<file path="config.mk">
export PLATFORM = sky130hd
export DESIGN_NAME = eight_bit_cpu_alu_with_flags_core
export DESIGN_NICKNAME = d
export VERILOG_FILES = /design/src/rtl/eba_pkg.sv /design/src/rtl/eba_alu.sv /design/src/rtl/eight_bit_cpu_alu_with_flags_core.sv
export VERILOG_INCLUDE_DIRS = /design/src /design/src/rtl
export SDC_FILE = /design/constraint.sdc
export NUM_CORES = 1
export LEC_CHECK = 0
export BUFFER_PORTS_ARGS = -buffer_cell sky130_fd_sc_hd__buf_2
export CAP_MARGIN = 20
export CORE_ASPECT_RATIO = 1.5
export CORE_MARGIN = 2
export CORE_UTILIZATION = 40
export CTS_CLUSTER_DIAMETER = 150
export DETAILED_ROUTE_END_ITERATION = 12
export PLACE_DENSITY = 0.66
export SLEW_MARGIN = 20
export SYNTH_ARGS = -nofsm -noshare
export SYNTH_HDL_FRONTEND = slang
export SYNTH_SLANG_ARGS = --single-unit
</file>
<file path="constraint.sdc">
create_clock -name clk_i -period 5.5 [get_ports clk_i]
set_clock_uncertainty 0.15 [all_clocks]
set_input_delay 1.1 -clock clk_i [delete_from_list [all_inputs] [get_ports clk_i]]
set_output_delay 1.1 -clock clk_i [all_outputs]
set_load 0.05 [all_outputs]
</file>
<file path="src/rtl/eight_bit_cpu_alu_with_flags_core_defines.svh">
// ----------------------------------------------------------------------------
// Assertion macros for the eight-bit ALU core
// Immediate (|->) and next-cycle (|=>) implication checks, reset-qualified.
// ----------------------------------------------------------------------------
`ifndef EIGHT_BIT_CPU_ALU_WITH_FLAGS_CORE_DEFINES_SVH
`define EIGHT_BIT_CPU_ALU_WITH_FLAGS_CORE_DEFINES_SVH

`ifndef SYNTHESIS

`define EBA_ASSERT_IMP(lbl, clk, rstn, ante, cons) \
  lbl: assert property (@(posedge clk) disable iff (!(rstn)) (ante) |-> (cons)) \
    else $error("eba assertion failed");

`define EBA_ASSERT_NXT(lbl, clk, rstn, ante, cons) \
  lbl: assert property (@(posedge clk) disable iff (!(rstn)) (ante) |=> (cons)) \
    else $error("eba assertion failed");

`else

`define EBA_ASSERT_IMP(lbl, clk, rstn, ante, cons)

`define EBA_ASSERT_NXT(lbl, clk, rstn, ante, cons)

`endif

`endif

</file>
<file path="src/rtl/eba_pkg.sv">
// ----------------------------------------------------------------------------
// eba_pkg
// Item types and operation codes of the eight-bit ALU core.
// ----------------------------------------------------------------------------
`timescale 1ns / 1ps

package eba_pkg;

  typedef enum logic [4:0] {
    MODE_ADD  = 5'd0,
    MODE_ADC  = 5'd1,
    MODE_SUB  = 5'd2,
    MODE_SBC  = 5'd3,
    MODE_AND  = 5'd4,
    MODE_XOR  = 5'd5,
    MODE_OR   = 5'd6,
    MODE_CP   = 5'd7,
    MODE_INC  = 5'd8,
    MODE_DEC  = 5'd9,
    MODE_RLCA = 5'd10,
    MODE_RRCA = 5'd11,
    MODE_RLA  = 5'd12,
    MODE_RRA  = 5'd13,
    MODE_DAA  = 5'd14,
    MODE_CPL  = 5'd15,
    MODE_SCF  = 5'd16,
    MODE_CCF  = 5'd17,
    MODE_RLC  = 5'd18,
    MODE_RRC  = 5'd19,
    MODE_RL   = 5'd20,
    MODE_RR   = 5'd21,
    MODE_SLA  = 5'd22,
    MODE_SRA  = 5'd23,
    MODE_SWAP = 5'd24,
    MODE_SRL  = 5'd25,
    MODE_BIT  = 5'd26,
    MODE_RES  = 5'd27,
    MODE_SET  = 5'd28
  } eba_mode_e;

  localparam logic [7:0] DAA_LIMIT = 8'h99;
  localparam logic [3:0] DAA_NIB   = 4'h6;
  localparam logic [3:0] BCD_MAX   = 4'h9;

  typedef struct packed {
    logic [4:0] mode;
    logic [7:0] acc;
    logic [7:0] operand;
    logic [2:0] bit_index;
    logic       zero_in;
    logic       sub_in;
    logic       half_in;
    logic       carry_in;
  } eba_in_t;

  typedef struct packed {
    logic [7:0] result;
    logic       write_back;
    logic       zero_out;
    logic       sub_out;
    logic       half_out;
    logic       carry_out;
  } eba_out_t;

endpackage

</file>
<file path="src/rtl/eba_alu.sv">
// ----------------------------------------------------------------------------
// eba_alu
// Combinational datapath: result byte, write-back mark and new Z/N/H/C flags.
// ----------------------------------------------------------------------------
`timescale 1ns / 1ps

module eba_alu (
  input  eba_pkg::eba_in_t  op_i,
  output eba_pkg::eba_out_t res_o
);
  import eba_pkg::*;

  logic [7:0] a, d;
  logic       z, n, h, c;
  logic       cin;
  logic [8:0] add_w, sub_w;
  logic [4:0] add_h, sub_h;
  logic [7:0] inc_w, dec_w;
  logic [7:0] bit_mask;
  logic       daa_lo, daa_hi;
  logic [7:0] daa_corr, daa_w;
  logic [7:0] r;
  logic       wb, zf, nf, hf, cf;
  logic       z_from_r;

  assign a = op_i.acc;
  assign d = op_i.operand;
  assign z = op_i.zero_in;
  assign n = op_i.sub_in;
  assign h = op_i.half_in;
  assign c = op_i.carry_in;

  assign cin   = ((op_i.mode == MODE_ADC) || (op_i.mode == MODE_SBC)) ? c : 1'b0;
  assign add_w = {1'b0, a} + {1'b0, d} + {8'd0, cin};
  assign add_h = {1'b0, a[3:0]} + {1'b0, d[3:0]} + {4'd0, cin};
  assign sub_w = {1'b0, a} - {1'b0, d} - {8'd0, cin};
  assign sub_h = {1'b0, a[3:0]} - {1'b0, d[3:0]} - {4'd0, cin};
  assign inc_w = d + 8'd1;
  assign dec_w = d - 8'd1;

  assign bit_mask = 8'd1 << op_i.bit_index;

  assign daa_lo   = n ? h : (h || (a[3:0] > BCD_MAX));
  assign daa_hi   = n ? c : (c || (a > DAA_LIMIT));
  assign daa_corr = {(daa_hi ? DAA_NIB : 4'h0), (daa_lo ? DAA_NIB : 4'h0)};
  assign daa_w    = n ? (a - daa_corr) : (a + daa_corr);

  always_comb begin
    r        = d;
    wb       = 1'b1;
    zf       = z;
    nf       = 1'b0;
    hf       = 1'b0;
    cf       = c;
    z_from_r = 1'b1;
    unique case (op_i.mode)
      MODE_ADD, MODE_ADC: begin
        r  = add_w[7:0];
        cf = add_w[8];
        hf = add_h[4];
      end
      MODE_SUB, MODE_SBC: begin
        r  = sub_w[7:0];
        nf = 1'b1;
        cf = sub_w[8];
        hf = sub_h[4];
      end
      MODE_CP: begin
        r  = a;
        wb = 1'b0;
        zf = (sub_w[7:0] == 8'd0);
        z_from_r = 1'b0;
        nf = 1'b1;
        cf = sub_w[8];
        hf = sub_h[4];
      end
      MODE_AND: begin
        r  = a & d;
        hf = 1'b1;
        cf = 1'b0;
      end
      MODE_XOR: begin
        r  = a ^ d;
        cf = 1'b0;
      end
      MODE_OR: begin
        r  = a | d;
        cf = 1'b0;
      end
      MODE_INC: begin
        r  = inc_w;
        hf = (d[3:0] == 4'hF);
      end
      MODE_DEC: begin
        r  = dec_w;
        nf = 1'b1;
        hf = (d[3:0] == 4'h0);
      end
      MODE_RLCA: begin
        r  = {a[6:0], a[7]};
        cf = a[7];
        zf = 1'b0;
        z_from_r = 1'b0;
      end
      MODE_RRCA: begin
        r  = {a[0], a[7:1]};
        cf = a[0];
        zf = 1'b0;
        z_from_r = 1'b0;
      end
      MODE_RLA: begin
        r  = {a[6:0], c};
        cf = a[7];
        zf = 1'b0;
        z_from_r = 1'b0;
      end
      MODE_RRA: begin
        r  = {c, a[7:1]};
        cf = a[0];
        zf = 1'b0;
        z_from_r = 1'b0;
      end
      MODE_DAA: begin
        r  = daa_w;
        nf = n;
        cf = daa_hi;
      end
      MODE_CPL: begin
        r  = ~a;
        nf = 1'b1;
        hf = 1'b1;
        z_from_r = 1'b0;
      end
      MODE_SCF: begin
        r  = a;
        wb = 1'b0;
        cf = 1'b1;
        z_from_r = 1'b0;
      end
      MODE_CCF: begin
        r  = a;
        wb = 1'b0;
        cf = ~c;
        z_from_r = 1'b0;
      end
      MODE_RLC: begin
        r  = {d[6:0], d[7]};
        cf = d[7];
      end
      MODE_RRC: begin
        r  = {d[0], d[7:1]};
        cf = d[0];
      end
      MODE_RL: begin
        r  = {d[6:0], c};
        cf = d[7];
      end
      MODE_RR: begin
        r  = {c, d[7:1]};
        cf = d[0];
      end
      MODE_SLA: begin
        r  = {d[6:0], 1'b0};
        cf = d[7];
      end
      MODE_SRA: begin
        r  = {d[7], d[7:1]};
        cf = d[0];
      end
      MODE_SWAP: begin
        r  = {d[3:0], d[7:4]};
        cf = 1'b0;
      end
      MODE_SRL: begin
        r  = {1'b0, d[7:1]};
        cf = d[0];
      end
      MODE_BIT: begin
        r  = d;
        wb = 1'b0;
        zf = ~|(d & bit_mask);
        hf = 1'b1;
        z_from_r = 1'b0;
      end
      MODE_RES: begin
        r  = d & ~bit_mask;
        nf = n;
        hf = h;
        z_from_r = 1'b0;
      end
      MODE_SET: begin
        r  = d | bit_mask;
        nf = n;
        hf = h;
        z_from_r = 1'b0;
      end
      default: begin
        // undefined selector: operand and flags pass through, no write-back
        r  = d;
        wb = 1'b0;
        nf = n;
        hf = h;
        z_from_r = 1'b0;
      end
    endcase
  end

  assign res_o.result     = r;
  assign res_o.write_back = wb;
  assign res_o.zero_out   = z_from_r ? (r == 8'd0) : zf;
  assign res_o.sub_out    = nf;
  assign res_o.half_out   = hf;
  assign res_o.carry_out  = cf;

endmodule

</file>
<file path="src/rtl/eight_bit_cpu_alu_with_flags_core.sv">
// ----------------------------------------------------------------------------
// eight_bit_cpu_alu_with_flags_core: SM83-style 8-bit ALU with Z/N/H/C flags
// Path: input register, ALU logic, result register.
// Throughput one item per cycle; a stalled result blocks input once both regs are full.
// Async active-low reset empties both stages; payload registers are not reset.
// ----------------------------------------------------------------------------
`timescale 1ns / 1ps
`include "eight_bit_cpu_alu_with_flags_core_defines.svh"

module eight_bit_cpu_alu_with_flags_core (
  input  logic               clk_i,
  input  logic               rst_ni,
  input  logic               in_valid_i,
  output logic               in_stall_o,
  input  eba_pkg::eba_in_t   in_item_i,
  output logic               out_valid_o,
  input  logic               out_stall_i,
  output eba_pkg::eba_out_t  out_item_o
);
  import eba_pkg::*;

  logic     in_valid_q;
  eba_in_t  in_item_q;
  logic     out_valid_q;
  eba_out_t out_item_q;
  eba_out_t alu_res;
  logic     out_adv;
  logic     in_take;

  assign out_adv    = !out_valid_q || !out_stall_i;
  assign in_stall_o = in_valid_q && !out_adv;
  assign in_take    = in_valid_i && !in_stall_o;

  eba_alu u_alu (
    .op_i  (in_item_q),
    .res_o (alu_res)
  );

  always_ff @(posedge clk_i or negedge rst_ni) begin
    if (!rst_ni) begin
      in_valid_q  <= 1'b0;
      out_valid_q <= 1'b0;
    end else begin
      if (!in_stall_o) begin
        in_valid_q <= in_valid_i;
      end
      if (out_adv) begin
        out_valid_q <= in_valid_q;
      end
    end
  end

  always_ff @(posedge clk_i) begin
    if (in_take) begin
      in_item_q <= in_item_i;
    end
    if (out_adv && in_valid_q) begin
      out_item_q <= alu_res;
    end
  end

  assign out_valid_o = out_valid_q;
  assign out_item_o  = out_item_q;

  `EBA_ASSERT_IMP(a_stall_needs_item, clk_i, rst_ni, in_stall_o, in_valid_q && out_valid_q)
  `EBA_ASSERT_NXT(a_take_fills_stage, clk_i, rst_ni, in_take, in_valid_q)
  `EBA_ASSERT_NXT(a_move_to_out, clk_i, rst_ni, in_valid_q && out_adv, out_valid_q && (out_item_q == $past(alu_res)))
  `EBA_ASSERT_NXT(a_cp_no_wb, clk_i, rst_ni, in_valid_q && out_adv && (in_item_q.mode == MODE_CP), !out_item_q.write_back)

endmodule
</file>
Yosys cells after proc, flatten, opt, wreduce, memory -nomap -nowiden
Cells that the tools add are included.
W data, S select, Z words.
- bits in registers: 43
- input bits: 32
- output and inout port bits: 15
- logic and storage cells: 116
- equality and inequality tests: 29
- add/sub/neg operators: 12
- shift operators: 1
- bitwise operators: 9
- reduce and logical (&&, ||, !) cells: 33
- mux-type cells: 14
- magnitude comparators: 2
- operators with widths (cell ; number):
    $pmux W8 S24 ; 1
    $eq A5 B5 Y1 const B ; 13
    $eq A5 B4 Y1 const B ; 8
    $reduce_or A25 Y1 ; 1
    $and A8 B8 Y8 ; 3
    $reduce_or A21 Y1 ; 1
    $eq A5 B3 Y1 const B ; 4
    $reduce_or A18 Y1 ; 1
    $reduce_or A17 Y1 ; 1
    $logic_not A8 Y1 ; 2
    $not A8 Y8 ; 2
    $or A8 B8 Y8 ; 2
    $reduce_or A3 Y1 ; 4
    $reduce_or A4 Y1 ; 3
    $eq A5 B2 Y1 const B ; 2
    $pmux W1 S10 ; 1
    $add A8 B8 Y9 ; 1
    $add A9 B1 Y9 ; 1
    $sub A8 B8 Y9 ; 1
    $sub A9 B1 Y9 ; 1
    $add A8 B1 Y8 const B ; 1
    $add A8 B8 Y8 ; 1
    $gt A8 B8 Y1 const B ; 1
    $mux W8 ; 1
    other kinds (25) ; 43

Longest topological paths before layout
Gate-level depths: netlist of run 1.
- depth after elaboration: 9
- gate-level depth with buffers: 16
- depth with buffers taken out: 15

Hierarchy
Synthesis of run 1 repeated with hierarchy kept, for this count alone.
- cell total of the unflattened synthesis: 573
- area total of the unflattened synthesis: 4867.2 um^2
- modules (own cells, without submodules) (module ; cells each ; instances ; area each (um^2) ; seq. area each (um^2)):
    eba_alu ; 524 ; 1 ; 3543.4 ; 0.0
    eight_bit_cpu_alu_with_flags_core ; 49 ; 1 ; 1323.8 ; 1281.2

Worst setup path after synthesis of run 1
Ideal clock, no wire load.
- path kind: flip-flop to flip-flop
- from: register in_item_q[25] (netlist name)
- to: register out_item_q, in the netlist out_item_o[3] (data pin)
- slack: 1790 ps
- arrival time: 3380 ps
- period minus slack after synthesis: 3710 ps
- required time: 5170 ps
- setup time: 180 ps
- cell stages (with the launch flop): 15
- buffers on the path: 2
- cell sequence: edfxtp_1 -> buf_6 -> buf_2 -> nor2_1 -> nand3_1 -> fa_1 -> fa_1 -> nand2b_1 -> a21oi_1 -> o21ai_0 -> xor2_1 -> o2bb2ai_1 -> o32a_1 -> nand4bb_1 -> o41ai_2
- RTL lines (item ; line ; RTL):
    from (decl) ; eight_bit_cpu_alu_with_flags_core.sv:23 ; eba_in_t in_item_q;
    from (signal assigned) ; eight_bit_cpu_alu_with_flags_core.sv:55 ; in_item_q <= in_item_i;
    to (signal assigned) ; eight_bit_cpu_alu_with_flags_core.sv:58 ; out_item_q <= alu_res;
    to (decl) ; eight_bit_cpu_alu_with_flags_core.sv:25 ; eba_out_t out_item_q;

==> reports/results.tsv, run 1 <==
stage	metric	value	unit
route	drtIter0Drc	468	
cts	clkTransAtPathRegs	60	ps
cts	cts_made_buffers	5	
logic_synthesis	synthAdderAreaFrac	11.4	%
layout	n_antenna_cell	0	
place	io_buffers	46	
worst_setup_path	critPathKind	flip-flop to flip-flop	
logic_synthesis	synthMuxAreaShare	3.64	%
logic_synthesis	synth_edf_count	41	
power_and_ir_drop	vdd_drop_max	0.116	mV
grt	grt_usage	29.5	%
worst_setup_path	rr_startpoint	in_item_q[27]$_DFFE_PP_	
floorplan	die_y	140	um
worst_setup_path	critPathCaptureType	flip-flop	
cts	root_buffer	clkbuf_16	
layout	seq_area	1280	sq um
place	place.gp.congestion	0.994	
place	place_hpwl	14.8	mm
cts	clock_tree.buffer_depth	2	
logic_synthesis	synthXorXnorAreaFrac	3.74	%
logic_synthesis	synth.top_cell.area_share	25.0	%
logic_synthesis	yosys_warnings	0	
logic_synthesis	ys_seq_area_share	26.0	%
logic_synthesis	synth_area_leaders	edfxtp_1 25%, ha_1 9.4%, o21ai_0 3.4%, nor2_1 3.1%, nand2_1 3.0%	
timing	setup-tns-final	0	ps
layout	nFillCells	1238	
floorplan	start_util	41.0	%
timing	rsz0062_at_grt	no	
run	timing.max_cap.violations	0	
cts	cts_hold_buf	0	
grt	overflow	0	
logic_synthesis	synth_top_cells_by_count	41 x edfxtp_1, 40 x nor2_1, 39 x nand2_1, 37 x ha_1, 35 x inv_1	
timing	fmax	236	MHz
floorplan	die_area	13200	sq um
layout	syn2layout_area_growth	9.41	%
power_and_ir_drop	p_per_area	227	nW/um^2
route	viasPerCell	6.52	
worst_setup_path	path_max_fanout	8	
logic_synthesis	async_flop_share	4.65	%
grt	top_usage_layer	met2	
worst_setup_path	cp.arrival	4200	ps
power_and_ir_drop	power_leakage	2.14	nW
min_path	min_from	in_valid_q$_DFFE_PN0N_	
floorplan	die_w	94.6	um
cts	cts_resized	0	
grt	grt_pass1_wl	28.6	mm
grt	grt_max_degree	45	
route	vias	4924	
grt	use_met1	34.9	%
layout	fin_nets	675	
logic_synthesis	yosysMostFrequentCell	edfxtp_1	
logic_synthesis	synth_nets	645	
grt	grt.met2_usage	48.2	%
cts	htree_levels	2	
layout	drive_gt1_share	14.3	%
min_path	hp-class	flip-flop to flip-flop	
floorplan	ioPinCount	47	
logic_synthesis	synth_area	4920	sq um
route	drtPass1Iterations	5	
cts	clock_sinks	43	
timing	setup_viol	0	
logic_synthesis	synth_top_family_by_area	compound AO/OA/AOI/OAI gates	
cts	clk_latency	290	ps
floorplan	fp-row-count	49	
logic_synthesis	synth.distinct_cells	76	
floorplan	core	12000	sq um
logic_synthesis	yosys.area.top_type	edfxtp_1	
worst_setup_path	worstPathRequired	5460	ps
route	wl_per_cell	25.6	um
worst_setup_path	startpoint_type	flip-flop	
timing	period_needed	4240	ps
worst_setup_path	r2r_end	out_item_o[3]$_DFFE_PP_	
route	drtAntennaViolNets	0	
timing	hold_violations	0	
logic_synthesis	synthSimpleGateAreaFrac	22.2	%
grt	grt_antenna_before_repair	0	
logic_synthesis	syn_area_per_cell	8.62	sq um
min_path	hold_path_depth	1	
logic_synthesis	synthFlopType	edfxtp_1	
route	remaining_drc_errors	0	
route	wirelength	19.3	mm
grt	grt_pass1_vias	4755	
timing	slew_headroom	43.8	%
cts	tritoncts	built	
worst_setup_path	rr_worst_depth	12	
timing	finalMaxSlewViolations	0	
timing	fin_crit_sh	77.1	%
logic_synthesis	syn_inst	571	
logic_synthesis	synth_compound_area_share	26.3	%
outcome	outcome	finished, final reports clean	
min_path	min_to	out_valid_o$_DFFE_PN0N_	
worst_setup_path	rrSetupSlack	1260	ps
timing	holdWs	337	ps
timing	tightest_slew	835	ps
layout	multiInputGateArea	3320	sq um
cts	post_cts_buffers	0	
logic_synthesis	synth_seq_cells	43	
grt	gr-usage-met3	3.68	%
-- area by class of cell --
class | instances | area share [%]
Multi-Input combinational cell | 458 | 61.6
Sequential cell | 43 | 23.8
Timing Repair Buffer | 58 | 5.95
Tap cell | 153 | 3.56
Inverter | 35 | 2.44
Clock buffer | 6 | 2.39
Clock inverter | 2 | 0.232
-- placed cells by master (no fill, tap or decap), drive strengths merged, types with 12 or more instances in the layout --
cell type | netlist | layout
o21ai | 33 | 33
xnor2 | 12 | 12
nor2 | 40 | 40
a21oi | 26 | 26
nor3 | 21 | 21
o22ai | 12 | 12
buf | 21 | 58
and3 | 12 | 12
nand2 | 39 | 39
edfxtp | 41 | 41
ha | 37 | 37
nand3 | 16 | 16
inv | 35 | 35
-- worst max-delay path, cell delays in order (launching register included) --
cell	delay, ps
edfxtp_1	380
nor2b_1	600
nand3_1	230
fa_1	470
fa_1	420
nand2b_1	170
a21oi_1	300
xnor2_1	150
a211oi_1	310
nand3_1	250
nor3_1	260
nand4bb_1	150
o41ai_2	210
-- per-stage QoR --
step,std cells,power (mW),utilization [%],instance area (sq um),setup WS [ps]
6_report,755,1.22,44.8,5380,1260
3_5_place_dp,747,0.920,43.6,5240,1310
5_1_grt,755,1.28,44.8,5380,1060
3_3_place_gp,747,0.917,43.6,5240,1280
2_1_floorplan,571,0.772,-,4920,1790
4_1_cts,755,1.22,44.8,5380,1270
-- worst max path at each step --
stage                                       start                       to  slack, ps
after floorplan           in_item_q[25]$_DFFE_PP_  out_item_o[3]$_DFFE_PP_       1790
after global placement    in_item_q[27]$_DFFE_PP_  out_item_o[3]$_DFFE_PP_       1280
after detailed placement  in_item_q[27]$_DFFE_PP_  out_item_o[3]$_DFFE_PP_       1310
after CTS                 in_item_q[27]$_DFFE_PP_  out_item_o[3]$_DFFE_PP_       1270
after global routing      in_item_q[27]$_DFFE_PP_  out_item_o[3]$_DFFE_PP_       1060
final                     in_item_q[27]$_DFFE_PP_  out_item_o[3]$_DFFE_PP_       1260
-- flip-flops by register name, summed over array words and instances, names as in the netlist --
name and cells:
in_item_q 28, in_valid_q 1, out_valid_o 1, out_item_o 13
-- power by group --
group          internal [mW]  switching, mW  total [mW]  leakage (nW)
clock network          0.168          0.127       0.294        0.0669
logic                  0.173          0.316       0.490          1.66
registers              0.395         0.0409       0.436         0.416
total                  0.736          0.484        1.22          2.14
-- cell families after synthesis --
logic type,Yosys count
flip-flops,43
buffers and inverters,70
multiplexers,16
adder cells (fa/ha/maj),42
XOR/XNOR,21
AND/OR/NAND/NOR,197
AO/OA/AOI/OAI,182
-- routing by layer --
metal | part of all wire (%) | wire [um] | vias up
li1 | - | - | 2244
met1 | 37 | 7190 | 2342
met2 | 49 | 9440 | 258
met3 | 5.6 | 1080 | 80
met4 | 8.2 | 1590 | 0
met5 | 0 | 0 | -
No activity file was read; power rests on OpenSTA's default activity.
==> inputs of run 2 (changes only) <==
--- a/config.mk
+++ b/config.mk
@@ -13,7 +13,7 @@
 export CORE_UTILIZATION = 40
 export CTS_CLUSTER_DIAMETER = 150
 export DETAILED_ROUTE_END_ITERATION = 12
-export PLACE_DENSITY = 0.66
+export PLACE_DENSITY = 0.68
 export SLEW_MARGIN = 20
 export SYNTH_ARGS = -nofsm -noshare
 export SYNTH_HDL_FRONTEND = slang
==> constraint.sdc (replaced) <==
create_clock -name clk_i -period 3.6 [get_ports clk_i]
set_clock_uncertainty 0.15 [all_clocks]
set_input_delay 0.72 -clock clk_i [delete_from_list [all_inputs] [get_ports clk_i]]
set_output_delay 0.72 -clock clk_i [all_outputs]
set_load 0.05 [all_outputs]
==> run 2 against run 1 <==
Compared with the run above: the flow now finishes with violations (negative setup slack); die area unchanged; fmax grew 17%; first-iteration DRC count increased by 21%; sequential power rose by 45%; core utilization grew 4.8 points; critical path depth rose by 2; global-route usage rose by 2.2 points; non-clock buffer count grew 55; register-to-register slack lost 1300 ps; combinational power is 84% higher; via count is 8.5% higher; wire length is 7.1% higher; largest power group unchanged; highest routed layer unchanged.
==> reports/results.tsv, run 2 (synthesis results as in run 1) <==
stage	metric	value	unit	change
layout	seq_area	1280	sq um	unchanged
route	vias	5344		was 4924
layout	syn2layout_area_growth	21.1	%	was 9.41%
place	place_hpwl	15.9	mm	was 14.8 mm
layout	stdcell_count	810		was 755
grt	grt_pass1_vias	5285		was 4755
power_and_ir_drop	power_switching	792	uW	was 484 uW
layout	final_common_cell	buf_4		was buf_2
floorplan	die_area	13200	sq um	unchanged
power_and_ir_drop	vdd_drop_max	0.230	mV	was 0.116 mV
cts	clkTransAtPathRegs	60	ps	about the same
route	drtIter0Drc	565		was 468
layout	n_antenna_cell	0		unchanged
place	place.gp.congestion	1.07		was 0.994
grt	grt_max_degree	44		was 45
cts	clock_sinks	43		unchanged
worst_setup_path	critPathCaptureType	flip-flop		unchanged
cts	htree_levels	2		unchanged
cts	cts_hold_buf	0		unchanged
power_and_ir_drop	swShare	37.1	%	was 39.7%
timing	hold_violations	0		unchanged
place	io_buffers	46		unchanged
grt	grt_antenna_before_repair	0		unchanged
floorplan	core	12000	sq um	unchanged
timing	period_needed	3640	ps	was 4240 ps
route	drtAntennaViolNets	0		unchanged
timing	rsz0062_at_grt	yes		was no
layout	fin_nets	730		was 675
timing	setup_ws	-39.2	ps	was 1260 ps
route	viasPerCell	6.60		was 6.52
route	drtPass1Iterations	6		was 5
timing	holdWs	44.4	ps	was 337 ps
worst_setup_path	startpoint_type	flip-flop		unchanged
timing	fmax	275	MHz	was 236 MHz
floorplan	die_y	140	um	unchanged
timing	fin_crit_sh	101	%	was 77.1%
power_and_ir_drop	clkPwrFrac	28.0	%	was 24.1%
grt	grt_usage	31.6	%	was 29.5%
min_path	hp-class	primary input to asynchronous set/reset pin		was flip-flop to flip-flop
route	wl_per_cell	25.5	um	was 25.6 um
route	remaining_drc_errors	0		unchanged
floorplan	die_w	94.6	um	unchanged
layout	drive_gt1_share	24.8	%	was 14.3%
timing	finalMaxSlewViolations	0		unchanged
place	placed_cells	797		was 747
layout	final_cell_mix	67 x buf_4, 46 x buf_2, 41 x edfxtp_1		was 46 x buf_2, 41 x edfxtp_1, 40 x nor2_1
layout	multiInputGateArea	3430	sq um	was 3320 sq um
cts	clock_tree.buffer_depth	2		unchanged
outcome	outcome	complete, but fails checks		was finished, final reports clean
cts	clk_latency	290	ps	about the same
layout	regMostFlops	in_item_q		unchanged
timing	setup-tns-final	-39.2	ps	was 0 ps
power_and_ir_drop	power_leakage	2.45	nW	was 2.14 nW
power_and_ir_drop	pwr-share-seq	29.7	%	was 35.7%
grt	overflow	0		unchanged
cts	cts_made_buffers	5		unchanged
route	wirelength	20.7	mm	was 19.3 mm
worst_setup_path	critPathKind	flip-flop to flip-flop		unchanged
run	timing.max_cap.violations	0		unchanged
cts	root_buffer	clkbuf_16		unchanged
power_and_ir_drop	p_total	2.13	mW	was 1.22 mW
worst_setup_path	worstPathRequired	3540	ps	was 5460 ps
power_and_ir_drop	p_per_area	358	nW/um^2	was 227 nW/um^2
floorplan	fp-row-count	49		unchanged
floorplan	start_util	41.0	%	unchanged
grt	grt_pass1_wl	31.1	mm	was 28.6 mm
timing	slew_headroom	48.0	%	was 43.8%
worst_setup_path	path_max_fanout	3		was 8
power_and_ir_drop	intPower	1.34	mW	was 736 uW
floorplan	ioPinCount	47		unchanged
layout	largest_reg_flops	28		unchanged
worst_setup_path	cp.arrival	3580	ps	was 4200 ps
cts	tritoncts	built		unchanged
timing	tightest_slew	778	ps	was 835 ps
outcome	violations	negative setup slack		
timing	setup_viol	1		was 0
layout	nFillCells	1201		was 1238
power_and_ir_drop	combPwrFrac	42.2	%	was 40.1%
run 2: changes by cell type in the layout (fill, tap and decap cells not counted), moves of 3 or more:
cell and delta:
o21ai_1 +3, buf_4 +55, fa_1 -3, a21oi_1 -3, o21ai_0 -4, fa_2 +3
a21oi_2 +3
run 2: final cells by class:
type	instances	area share, %
multi-input cells	458	57.5
flip-flops and latches	43	21.5
repair buffers	113	12.3
well taps	153	3.21
inverters	35	2.21
clock buffers	5	2.10
clock inverters	3	1.13
run 2: stage by stage:
stage / worst slack [ps] / area, sq um / util (%)
final: -39.2 / 5960 / 49.6
after global routing: -176 / 5960 / 49.6
after floorplan: 18.9 / 4930 / -
after CTS: -36.4 / 5870 / 48.8
after detailed placement: -198 / 5620 / 46.8
after global placement: -106 / 5620 / 46.8
run 2: what timing repair did:
action / 4_1_cts / 5_1_grt
setup endpoints to repair: 3 / 4
hold endpoints to repair: 0 / 0
pin swaps: 0 / 7
gates resized for setup: 8 / 18
setup buffers: 1 / 4
run 2: final timing paths:
check,start,end,slack [ps],depth (start not counted)
setup / recovery,in_item_q[25]$_DFFE_PP_,out_item_o[3]$_DFFE_PP_,-40,14
hold / removal,rst_ni,out_valid_o$_DFFE_PN0N_,40,1
setup reg to reg,in_item_q[25]$_DFFE_PP_,out_item_o[3]$_DFFE_PP_,-40,14
hold reg to reg,in_valid_q$_DFFE_PN0N_,out_valid_o$_DFFE_PN0N_,340,1
max in group asynchronous,rst_ni,in_valid_q$_DFFE_PN0N_,3160,1
min in group clk_i,in_valid_q$_DFFE_PN0N_,out_valid_o$_DFFE_PN0N_,340,1
run 2: worst max-delay path, stage by stage, from the launching register on:
cell and delay [ps]:
edfxtp_1 420, nor2_2 170, nand3_2 120, inv_1 90
fa_1 230, inv_1 70, fa_1 400, o21bai_1 230
a21oi_2 110, nor2_1 170, mux2i_1 350, o2bb2ai_1 100
o32a_1 340, nand4bb_1 210, o41ai_2 270
run 2: metal layers:
metal / track usage (%) / share of wire [%] / up-vias
li1: - / - / 2345
met1: 38.4 / 37 / 2554
met2: 49.6 / 47 / 340
met3: 4.06 / 6.6 / 105
met4: 24.7 / 9.0 / 0
met5: 0 / 0 / -
run 2: power by group through the flow:
stage / sequential, mW / clock (mW) / combinational [mW]
2_1_floorplan: 0.710 / 0 / 0.473
3_3_place_gp: 0.642 / 0 / 0.830
3_5_place_dp: 0.643 / 0 / 0.836
4_1_cts: 0.632 / 0.606 / 0.857
5_1_grt: 0.638 / 0.623 / 0.957
6_report: 0.634 / 0.599 / 0.902
==> inputs of run 3 (changes only) <==
--- a/config.mk
+++ b/config.mk
@@ -6,6 +6,7 @@
 export SDC_FILE = /design/constraint.sdc
 export NUM_CORES = 1
 export LEC_CHECK = 0
+export ABC_AREA = 1
 export BUFFER_PORTS_ARGS = -buffer_cell sky130_fd_sc_hd__buf_2
 export CAP_MARGIN = 20
 export CORE_ASPECT_RATIO = 1.5
@@ -13,7 +14,7 @@
 export CORE_UTILIZATION = 40
 export CTS_CLUSTER_DIAMETER = 150
 export DETAILED_ROUTE_END_ITERATION = 12
-export PLACE_DENSITY = 0.68
+export PLACE_DENSITY = 0.67
 export SLEW_MARGIN = 20
 export SYNTH_ARGS = -nofsm -noshare
 export SYNTH_HDL_FRONTEND = slang
==> run 3 against run 2 <==
Compared with the run above: the run now ends clean; core utilization decreased by 2.6 points; sequential power increased by 2%; critical path depth increased by 5; sequential share of layout area decreased by 0.36 points; die area increased by 6.7%; synthesized cell count increased by 48%; count of clock-buffer cells in the layout unchanged; via count increased by 14%; wire length increased by 1.3%; final cell count increased by 33%; design area increased by 1.7%; critical endpoint unchanged.
==> reports/results.tsv, run 3 <==
stage	metric	value	unit	change
outcome	outcome	finished, final reports clean		was complete, but fails checks
layout	final_cell_mix	284 x nand2_1, 103 x inv_1, 98 x nor2_1		was 67 x buf_4, 46 x buf_2, 41 x edfxtp_1
logic_synthesis	synth_seq_cells	43		unchanged
timing	setup-tns-final	0	ps	was -39.2 ps
place	place_worst_setup_slack	26.9	ps	was -198 ps
layout	final_common_cell	nand2_1		was buf_4
logic_synthesis	yosysMostFrequentCell	nand2_1		was edfxtp_1
worst_setup_path	rr_startpoint	in_item_q[24]$_DFFE_PP_		was in_item_q[25]$_DFFE_PP_
worst_setup_path	critPathCaptureType	flip-flop		unchanged
cts	cts_hold_buf	0		unchanged
cts	clkTransAtPathRegs	70	ps	was 60 ps
logic_synthesis	synth_top_cells_by_count	284 x nand2_1, 103 x inv_1, 102 x nor2_1, 78 x nand3_1, 41 x edfxtp_1		was 41 x edfxtp_1, 40 x nor2_1, 39 x nand2_1, 37 x ha_1, 35 x inv_1
logic_synthesis	synth_area_leaders	edfxtp_1 23%, nand2_1 20%, ha_1 8.8%, nand3_1 7.4%, inv_1 7.3%		was edfxtp_1 25%, ha_1 9.4%, o21ai_0 3.4%, nor2_1 3.1%, nand2_1 3.0%
timing	slew_headroom	53.8	%	was 48.0%
layout	fin_nets	993		was 730
place	place_hpwl	16.7	mm	was 15.9 mm
worst_setup_path	worstPathRequired	3510	ps	was 3540 ps
route	viasPerCell	5.62		was 6.60
timing	hold_violations	0		unchanged
worst_setup_path	path_max_fanout	5		was 3
floorplan	start_util	40.8	%	was 41.0%
cts	root_buffer	clkbuf_16		unchanged
floorplan	die_w	97.7	um	was 94.6 um
timing	setup_viol	0		was 1
worst_setup_path	cp.arrival	3310	ps	was 3580 ps
worst_setup_path	critPathCapture	out_item_o[3]$_DFFE_PP_		unchanged
logic_synthesis	yosys_warnings	0		unchanged
logic_synthesis	synthFlopType	edfxtp_1		unchanged
logic_synthesis	ys_seq_area_share	24.3	%	was 26.0%
worst_setup_path	rrSetupSlack	190	ps	was -40 ps
logic_synthesis	synth_edf_count	41		unchanged
worst_setup_path	critPathKind	flip-flop to flip-flop		unchanged
timing	finalMaxSlewViolations	0		unchanged
layout	regMostFlops	in_item_q		unchanged
worst_setup_path	rr_worst_depth	19		was 14
cts	tritoncts	built		unchanged
grt	grt_usage	29.1	%	was 31.6%
place	place.gp.congestion	1.08		was 1.07
cts	clk_latency	300	ps	was 290 ps
layout	drive_gt1_share	15.3	%	was 24.8%
floorplan	fp-row-count	51		was 49
logic_synthesis	syn_area_per_cell	6.23	sq um	was 8.62 sq um
run	timing.max_cap.violations	0		unchanged
timing	fmax	293	MHz	was 275 MHz
timing	holdWs	42.0	ps	was 44.4 ps
logic_synthesis	synth.top_cell.area_share	23.4	%	was 25.0%
floorplan	core	12900	sq um	was 12000 sq um
route	wirelength	20.9	mm	was 20.7 mm
layout	largest_reg_flops	28		unchanged
timing	period_needed	3410	ps	was 3640 ps
route	wl_per_cell	19.4	um	was 25.5 um
layout	n_antenna_cell	0		unchanged
grt	grt_max_degree	29		was 44
layout	nFillCells	1403		was 1201
timing	fin_crit_sh	94.7	%	was 101%
route	drtPass1Iterations	5		was 6
logic_synthesis	synth_nets	919		was 645
cts	clock_sinks	43		unchanged
power_and_ir_drop	vdd_drop_max	0.165	mV	was 0.230 mV
route	drtAntennaViolNets	0		unchanged
grt	grt_antenna_before_repair	0		unchanged
power_and_ir_drop	p_per_area	338	nW/um^2	was 358 nW/um^2
logic_synthesis	async_flop_share	4.65	%	unchanged
timing	setup_ws	192	ps	was -39.2 ps
cts	clock_tree.buffer_depth	2		unchanged
worst_setup_path	crit_path_start	in_item_q[24]$_DFFE_PP_		was in_item_q[25]$_DFFE_PP_
route	remaining_drc_errors	0		unchanged
route	vias	6066		was 5344
route	drtIter0Drc	646		was 565
timing	tightest_slew	691	ps	was 778 ps
logic_synthesis	yosys.area.top_type	edfxtp_1		unchanged
worst_setup_path	r2r_end	out_item_o[3]$_DFFE_PP_		unchanged
logic_synthesis	synth.distinct_cells	39		was 76
grt	grt_pass1_vias	5726		was 5285
min_path	hp-class	primary input to asynchronous set/reset pin		unchanged
worst_setup_path	startpoint_type	flip-flop		unchanged
layout	syn2layout_area_growth	15.1	%	was 21.1%
floorplan	ioPinCount	47		unchanged
place	io_buffers	46		unchanged
logic_synthesis	synth_area	5270	sq um	was 4920 sq um
floorplan	die_y	145	um	was 140 um
cts	cts_made_buffers	5		unchanged
floorplan	die_area	14100	sq um	was 13200 sq um
cts	htree_levels	2		unchanged
logic_synthesis	syn_inst	845		was 571
timing	rsz0062_at_grt	no		was yes
grt	overflow	0		unchanged
grt	grt_pass1_wl	30.9	mm	was 31.1 mm
power_and_ir_drop	power_leakage	3.07	nW	was 2.45 nW
==> run 3: cell count changes in the layout (fill, tap and decap cells not counted), moves of 27 or more <==
cell / before / now
buf_4: 67 / 37
inv_1: 35 / 103
nand2_1: 39 / 284
nand3_1: 15 / 77
nand4_1: 2 / 29
nor2_1: 39 / 98
==> run 3: worst min path at each step <==
stage,start,to,slack [ps],depth (start not counted)
floorplan,rst_ni,in_valid_q$_DFFE_PN0N_,270,0
global placement,in_valid_q$_DFFE_PN0N_,out_valid_o$_DFFE_PN0N_,300,2
detailed placement,in_valid_q$_DFFE_PN0N_,out_valid_o$_DFFE_PN0N_,300,2
CTS,rst_ni,out_valid_o$_DFFE_PN0N_,40,1
global route,rst_ni,out_valid_o$_DFFE_PN0N_,50,1
finish,rst_ni,out_valid_o$_DFFE_PN0N_,40,1
==> run 3: layout make-up <==
class	count	area, sq um	area share (%)
inverters	110	413	6.82
repair buffers	83	508	8.38
flip-flops and latches	43	1280	21.1
well taps	159	199	3.28
clock inverters	3	23.8	0.392
clock buffers	5	125	2.07
multi-input cells	676	3510	57.9
==> run 3: through the flow <==
| step | cell area [sq um] | total power, mW | util (%) | cells |
|---|---|---|---|---|
| after floorplan | 5270 | 1.26 | - | 845 |
| after detailed placement | 5870 | 1.54 | 45.6 | 1070 |
| final | 6060 | 2.05 | 47.0 | 1079 |
| after global placement | 5870 | 1.54 | 45.6 | 1070 |
| after CTS | 6030 | 2.03 | 46.7 | 1078 |
| after global routing | 6060 | 2.14 | 47.0 | 1079 |
==> run 3: routing by layer <==
| layer | vias up | part of all wire [%] | global-route usage, % | routed length (um) |
|---|---|---|---|---|
| li1 | 2902 | - | - | - |
| met1 | 2701 | 36 | 31.1 | 7500 |
| met2 | 343 | 48 | 52.0 | 10100 |
| met3 | 120 | 7.2 | 3.82 | 1510 |
| met4 | 0 | 8.6 | 21.9 | 1810 |
| met5 | - | 0 | 0 | 0 |
==> run 3: worst max-delay path: stages, from the launching register on <==
cell	delay (ps)
edfxtp_1	480
nor2_2	160
nand3_1	110
nand2_1	110
inv_1	70
nor2_2	130
inv_1	70
fa_2	360
fa_2	380
or2_2	320
nand2_1	90
nand2_1	90
nand2_1	90
nand3_1	80
nand3b_1	100
nor2_1	60
nand3_1	120
nor2_1	50
nand4_1	90
nand2_1	50
==> run 3: cell families (layout without fill, tap and decap cells) <==
logic type                 after synthesis  in the layout  share of synthesized area (%)
AOI/OAI and AO/OA                       74             74                           7.89
xor gates and xnor gates                 5              5                          0.832
adders and majority gates               42             42                           10.7
buffers and inverters                  126            201                           9.55
DFF                                     43             43                           24.3
and+or+nand+nor                        555            555                           46.7
==> run 3: where the power goes <==
group          switching, mW  total [mW]  internal [mW]
registers             0.0295       0.648          0.618
logic                  0.639       0.911          0.272
clock network          0.228       0.488          0.260
==> run 3: timing repair <==
action | CTS | global route
setup endpoints to repair | 1 | 4
pin swaps | 0 | 1
buffers inserted | 0 | 1
resized for setup | 1 | 9
